**src/rtl/rhpt_pkg.sv**
```systemverilog
// Shared constants, types and helpers for the Robin Hood pointer table.
`timescale 1ns / 1ps
`default_nettype none

package rhpt_pkg;

    localparam int SLOTS      = 1024;
    localparam int IDX_W      = $clog2(SLOTS);
    localparam int HOME_W     = IDX_W + 1;
    localparam int CNT_W      = IDX_W + 1;
    localparam int KEY_W      = 48;
    localparam int HASH_SHIFT = 3;
    localparam int KIND_W     = 3;
    localparam int SIZE_W     = 32;
    localparam int HDL_W      = 64;
    localparam int TOT_W      = 64;
    localparam int STATUS_W   = 2;

    // Input word layout, lowest bit first.
    localparam int IN_KIND_LO = 0;
    localparam int IN_KEY_LO  = IN_KIND_LO + KIND_W;
    localparam int IN_SIZE_LO = IN_KEY_LO + KEY_W;
    localparam int IN_DTOR_LO = IN_SIZE_LO + SIZE_W;
    localparam int IN_MRK_LO  = IN_DTOR_LO + HDL_W;
    localparam int IN_BITS    = IN_MRK_LO + HDL_W;
    localparam int IN_W       = ((IN_BITS + 7) / 8) * 8;

    // Output word layout, lowest bit first.
    localparam int OUT_STATUS_LO = 0;
    localparam int OUT_SIZE_LO   = OUT_STATUS_LO + STATUS_W;
    localparam int OUT_DTOR_LO   = OUT_SIZE_LO + SIZE_W;
    localparam int OUT_MRK_LO    = OUT_DTOR_LO + HDL_W;
    localparam int OUT_ROOT_LO   = OUT_MRK_LO + HDL_W;
    localparam int OUT_OCC_LO    = OUT_ROOT_LO + 1;
    localparam int OUT_TOT_LO    = OUT_OCC_LO + CNT_W;
    localparam int OUT_BITS      = OUT_TOT_LO + TOT_W;
    localparam int OUT_W         = ((OUT_BITS + 7) / 8) * 8;

    typedef enum logic [KIND_W-1:0] {
        KIND_INSERT = 3'd0,
        KIND_LOOKUP = 3'd1,
        KIND_REMOVE = 3'd2,
        KIND_UPDATE = 3'd3,
        KIND_ROOT   = 3'd4
    } kind_t;

    typedef enum logic [STATUS_W-1:0] {
        ST_DONE     = 2'd0,
        ST_PRESENT  = 2'd1,
        ST_NOTFOUND = 2'd2,
        ST_FULL     = 2'd3
    } status_t;

    typedef struct packed {
        logic [KEY_W-1:0]  key;
        logic [SIZE_W-1:0] size;
        logic [HDL_W-1:0]  dtor;
        logic [HDL_W-1:0]  marker;
        logic              root;
    } entry_t;

    // Controller to datapath.
    typedef struct packed {
        logic    accept;
        logic    find;
        logic    ins_start;
        logic    ins_walk;
        logic    shift;
        logic    modify;
        logic    clear;
        logic    out_load;
        status_t status;
        logic    report;
    } cmd_t;

    // Datapath to controller.
    typedef struct packed {
        logic [KIND_W-1:0] kind;
        logic              hit;
        logic              miss;
        logic              empty;
        logic              shift_stop;
        logic              full;
        logic              clr_last;
        logic              out_busy;
    } sts_t;

    function automatic logic [IDX_W-1:0] home_of(input logic [KEY_W-1:0] key);
        return key[HASH_SHIFT +: IDX_W];
    endfunction

endpackage

`default_nettype wire

```
**src/rtl/rhpt_ctrl.sv**
```systemverilog
// Controller state machine of the pointer table.
`timescale 1ns / 1ps
`default_nettype none

module rhpt_ctrl (
    input  wire                 aclk,
    input  wire                 aresetn,
    input  wire                 s_tvalid,
    output logic                s_tready,
    input  wire rhpt_pkg::sts_t sts,
    output rhpt_pkg::cmd_t      cmd
);

    typedef enum logic [7:0] {
        S_CLEAR     = 8'b0000_0001,
        S_IDLE      = 8'b0000_0010,
        S_FIND      = 8'b0000_0100,
        S_INS_START = 8'b0000_1000,
        S_INS_WALK  = 8'b0001_0000,
        S_SHIFT     = 8'b0010_0000,
        S_MODIFY    = 8'b0100_0000,
        S_DONE      = 8'b1000_0000
    } state_t;

    state_t            state_reg, state_next;
    rhpt_pkg::status_t status_reg, status_next;
    logic              rep_reg, rep_next;

    always_comb begin
        s_tready = (state_reg == S_IDLE);
    end

    // Next state and commands.
    always_comb begin
        state_next  = state_reg;
        status_next = status_reg;
        rep_next    = rep_reg;
        cmd         = '0;
        cmd.status  = status_reg;
        cmd.report  = rep_reg;
        unique case (state_reg)
            S_CLEAR: begin
                cmd.clear = 1'b1;
                if (sts.clr_last) begin
                    state_next = S_IDLE;
                end
            end
            S_IDLE: begin
                if (s_tvalid) begin
                    cmd.accept = 1'b1;
                    state_next = S_FIND;
                end
            end
            S_FIND: begin
                cmd.find = 1'b1;
                if (sts.kind > rhpt_pkg::KIND_ROOT) begin
                    status_next = rhpt_pkg::ST_NOTFOUND;
                    rep_next    = 1'b0;
                    state_next  = S_DONE;
                end else if (sts.hit) begin
                    status_next = rhpt_pkg::ST_DONE;
                    rep_next    = 1'b1;
                    unique case (sts.kind)
                        rhpt_pkg::KIND_INSERT: begin
                            status_next = rhpt_pkg::ST_PRESENT;
                            state_next  = S_DONE;
                        end
                        rhpt_pkg::KIND_LOOKUP: state_next = S_DONE;
                        rhpt_pkg::KIND_REMOVE: state_next = S_SHIFT;
                        default:               state_next = S_MODIFY;
                    endcase
                end else if (sts.miss) begin
                    rep_next = 1'b0;
                    if (sts.kind != rhpt_pkg::KIND_INSERT) begin
                        status_next = rhpt_pkg::ST_NOTFOUND;
                        state_next  = S_DONE;
                    end else if (sts.full) begin
                        status_next = rhpt_pkg::ST_FULL;
                        state_next  = S_DONE;
                    end else begin
                        status_next = rhpt_pkg::ST_DONE;
                        state_next  = S_INS_START;
                    end
                end
            end
            S_INS_START: begin
                cmd.ins_start = 1'b1;
                state_next    = S_INS_WALK;
            end
            S_INS_WALK: begin
                cmd.ins_walk = 1'b1;
                if (sts.empty) begin
                    state_next = S_DONE;
                end
            end
            S_SHIFT: begin
                cmd.shift = 1'b1;
                if (sts.shift_stop) begin
                    state_next = S_DONE;
                end
            end
            S_MODIFY: begin
                cmd.modify = 1'b1;
                state_next = S_DONE;
            end
            S_DONE: begin
                if (!sts.out_busy) begin
                    cmd.out_load = 1'b1;
                    state_next   = S_IDLE;
                end
            end
            default: state_next = S_IDLE;
        endcase
    end

    always_ff @(posedge aclk) begin
        if (!aresetn) begin
            state_reg  <= S_CLEAR;
            status_reg <= rhpt_pkg::ST_DONE;
            rep_reg    <= 1'b0;
        end else begin
            state_reg  <= state_next;
            status_reg <= status_next;
            rep_reg    <= rep_next;
        end
    end

endmodule

`default_nettype wire

```
**config.mk**
```make
export PLATFORM = sky130hd
export DESIGN_NAME = rhpt_ctrl
export DESIGN_NICKNAME = d
export VERILOG_FILES = /design/src/rtl/rhpt_pkg.sv /design/src/rtl/rhpt_ctrl.sv
export SDC_FILE = /design/constraint.sdc
export NUM_CORES = 1
export LEC_CHECK = 0
export BUFFER_PORTS_ARGS = -buffer_cell sky130_fd_sc_hd__buf_4
export CAP_MARGIN = 20
export CORE_UTILIZATION = 48
export DETAILED_ROUTE_END_ITERATION = 16
export PLACE_DENSITY = 0.77
export SLEW_MARGIN = 15
export SYNTH_ARGS = -nofsm -noshare
export SYNTH_HDL_FRONTEND = slang
export SYNTH_SLANG_ARGS = --single-unit
```
**constraint.sdc**
```tcl
create_clock -name aclk -period 2.8 [get_ports aclk]
set_clock_uncertainty 0.2 [all_clocks]
set_input_delay 0.28 -clock aclk [delete_from_list [all_inputs] [get_ports aclk]]
set_output_delay 0.28 -clock aclk [all_outputs]
set_load 0.005 [all_outputs]
```
== Yosys cells after proc, flatten, opt, wreduce, memory -nomap -nowiden ==
Index checks and enable logic that the tools add are counted.
Widths: inputs -> output; s select.

* Register bits: 11
* Bits of input ports: 13
* Output and inout port bits: 12
* Logic and storage cells: 57

* Order comparisons: 1
* Equality and inequality tests: 16
* Mux-type cells: 31
* Reduce and logical (&&, ||, !) cells: 6

{| class="wikitable"
|+ Operator list
! cell !! count
|-
| $mux 8 || 10
|-
| $pmux 8 s8 || 1
|-
| $pmux 8 s2 || 1
|-
| $mux 1 || 14
|-
| $mux 2 || 5
|-
| $ne 2x2->1 const B || 5
|-
| $eq 8x1->1 const B || 1
|-
| $eq 8x2->1 const B || 1
|-
| $eq 8x3->1 const B || 1
|-
| $eq 8x4->1 const B || 1
|-
| $eq 8x5->1 const B || 1
|-
| $eq 8x6->1 const B || 1
|-
| $eq 8x7->1 const B || 1
|-
| $eq 8x8->1 const B || 1
|-
| $reduce_and 6->1 || 1
|-
| $reduce_bool 3->1 || 2
|-
| $ne 4x4->1 const B || 1
|-
| $eq 3x1->1 const B || 1
|-
| $eq 3x2->1 const B || 1
|-
| $gt 3x3->1 const B || 1
|-
| $logic_not 3->1 || 1
|-
| $reduce_and 2->1 || 1
|-
| $reduce_or 2->1 || 1
|}

== Depth between registers and ports, before layout ==
* Depth in word-level cells: 6
* Mapped depth: 5
* Gate-level depth less buffers: 5

== Worst setup path after synthesis ==
No wires, ideal clock.

* Kind: reg-to-output
* From: reg state_reg[2]
* To: out cmd[10] (netlist name)
* Arrival time: 1.579 ns
* Required time: 2.320 ns
* Setup slack: 0.741 ns
* Stages on the path, launching flop included: 5
* Buffers on the path: 0
* Cell sequence: dfxtp_1 or4_4 or3_4 nor2_1 and2_1

{| class="wikitable"
|+ RTL lines
! element !! line !! text
|-
| start, declared || rhpt_ctrl.sv:25 || <nowiki>state_t state_reg, state_next;</nowiki>
|-
| start signal, assigned || rhpt_ctrl.sv:122 || <nowiki>state_reg <= state_next;</nowiki>
|-
| end, declared || rhpt_ctrl.sv:11 || <nowiki>output rhpt_pkg::cmd_t cmd</nowiki>
|}

==> out/results.txt <==
ANT cells: 0
CTS tree: built
Avg Inst Size Synth: 7.63 µm²
Period minus WS final: 2550 ps
Post-DRT Antenna Nets: 0
Layout area overhead: 29.9%
Slew Limit Fails: 0
DRT Wirelength: 1.87 mm
vias per std cell: 5.84
die area: 1670 µm²
crit-path max cell delay: 570 ps
Synth cell types: 35
Post-synth EDFFs: 0
worst vdd ir: 0.000296 V
ordered cell list for the critical path: or4_4 -> or3_4 -> nor2_1 -> and2_1 -> buf_4
total power: 0.000345 W
top cell type's share of synthesized area: 30.4%
worst path required time: 2320 ps
initial antenna violation count: 0
Worst setup SP type: flip-flop
Ys Warns: 0
Core Rows: 13
Seq/Total Area, Yosys: 30.4%
total of max-cap violations: 0
post-DP HPWL: 1.43 mm
cells after synthesis: 95
GR Util All Layers: 24.1%
pin count of the biggest net entering global routing: 12
clk slew on worst S/H paths: 70 ps
DRC viols: 0
number of synthesized register bits: 11
postcts setup bufs: 0
RSZ-0062 raised after global routing: no
share of layout cells above drive strength 1: 26.7%
vias post-DR: 788
number of port buffers: 24
Max Fanout on Critical Path: 6
main area contributors after synthesis: dfxtp_1 30%, nor2_1 6.7%, nor3_1 5.5%
die height: 40.9 µm
period utilization: 91.2%
drt pass-1 iters: 4
Slew Limit Headroom: 74.7%
initial core utilization: 53.7%
Post-Syn Area: 724 µm²
# nets final: 134
Worst Path Arrival: 2070 ps
Synth Flop Type: dfxtp_1
Die X: 40.9 µm
Setup crit end kind: output port
number of global-route vias before repair: 624
DRT iter0 DRCs: 16
CP max stage cell: or4_4
worst skew pair latency: 270 ps
Power per Cell Area: 366 nW/µm²
setup TNS: 0 ps
WP buf/inv: 1
Num Clock Sinks: 11
max reg flops: 8
HP Class: in2reg
leak pwr: 0.421 nW
status: completed
R2R setup slack: 680 ps
Worst Setup Path Type: reg2out
Post-synth ARST share: 0%
cell with the most instances after synthesis: nor2_1
Final Hold Vio Count: 0
worst setup margin: 246 ps
# IOs: 25
Root Driver: clkbuf_4
CTS buffer count: 3
fmax: 0.392 GHz
routed len/inst: 13.9 µm
Final Setup Violations: 0
dpl ws: 563 ps
CTS H-Tree Depth: 1
Fill cells: 120
GRT overflow: 0
Top delay family on crit path: simple AND/OR/NAND/NOR gates
Synth area leader: dfxtp_1
first-pass GRT wire length: 2.54 mm
top post-synthesis cells by count: 13 x nor2_1, 11 x dfxtp_1, 8 x nor3_1
Placeable Area: 1350 µm²
Slew @ Worst Pin: 376 ps
clock buffer depth: 2
Syn Nets: 108
Final GP Congestion: 0.834
through the flow:
| step | instances | cell area (µm²) | utilization, % | hold slack [ps] |
|---|---|---|---|---|
| after floorplan | 95 | 724 | - | 151 |
| after global placement | 130 | 905 | 67.0 | 260 |
| after detailed placement | 130 | 905 | 67.0 | 276 |
| after CTS | 135 | 941 | 69.7 | 34.0 |
| after global routing | 135 | 941 | 69.7 | 43.7 |
| final | 135 | 941 | 69.7 | 40.9 |
kinds of logic (layout without fill, tap and decap cells):
family / after synthesis / count (layout) / share of synthesized area, %
buf+inv: 5 / 30 / 3.11
simple gates: 56 / 56 / 44.0
mux: 2 / 2 / 2.76
flops: 11 / 11 / 30.4
xor+xnor: 1 / 1 / 1.21
compound gates: 20 / 20 / 18.5
worst register-to-register path: stages (launching register included):
cell,delay (ps)
dfxtp_1,360
or4_4,570
or3_4,360
or4_1,480
o31ai_1,80
final timing paths:
kind | start | endpoint | cells after the start
min reg2reg | rep_reg$_SDFFE_PN0P_ | rep_reg$_SDFFE_PN0P_ | 2
max | state_reg[2]$_SDFFE_PN0P_ | cmd[10] | 5
max reg2reg | state_reg[2]$_SDFFE_PN0P_ | state_reg[1]$_SDFFE_PN0P_ | 4
min | aresetn | state_reg[0]$_SDFFE_PN1P_ | 2
area by class of cell:
class | instances | area, µm² | share of cell area [%]
well taps | 15 | 18.8 | 1.99
repair buffers | 25 | 190 | 20.2
inverters | 1 | 3.75 | 0.399
flip-flops and latches | 11 | 220 | 23.4
clock buffers | 4 | 26.3 | 2.79
multi-input cells | 79 | 482 | 51.2
where the power goes:
group / internal [W] / switching (W)
Sequential: 0.000161 / 0.00000636
Combinational: 0.0000371 / 0.0000361
Clock: 0.0000551 / 0.0000492
placed cells by master, fill, tap and decap left out, types with 2 or more instances in the layout:
master / instances
or2_2: 2
nor2_1: 13
and3_1: 2
a21oi_1: 2
o21a_1: 3
nor3_1: 8
clkbuf_4: 3
buf_4: 24
dfxtp_1: 11
nor3b_1: 2
a31oi_1: 2
nor2b_1: 2
nand3b_1: 2
o21ai_0: 4
nand3_1: 2
o31ai_1: 3
nand2b_1: 5
nand2_1: 5
and2_1: 3
nor4_1: 2
o22ai_1: 2
mux2i_1: 2
or4_1: 2
timing repair:
action,4_1_cts,5_1_grt
hold endpoints to repair,1,0
gates resized for setup,0,0
hold buffers,1,0
routing by layer:
layer | vias to the layer above | GRT usage (%) | routed length, µm
li1 | 395 | - | -
met1 | 361 | 28.5 | 863
met2 | 32 | 40.2 | 881
met3 | 0 | 9.78 | 125
met4 | 0 | 5.00 | 0
met5 | - | 0 | 0
(Power assumes the default switching activity.)
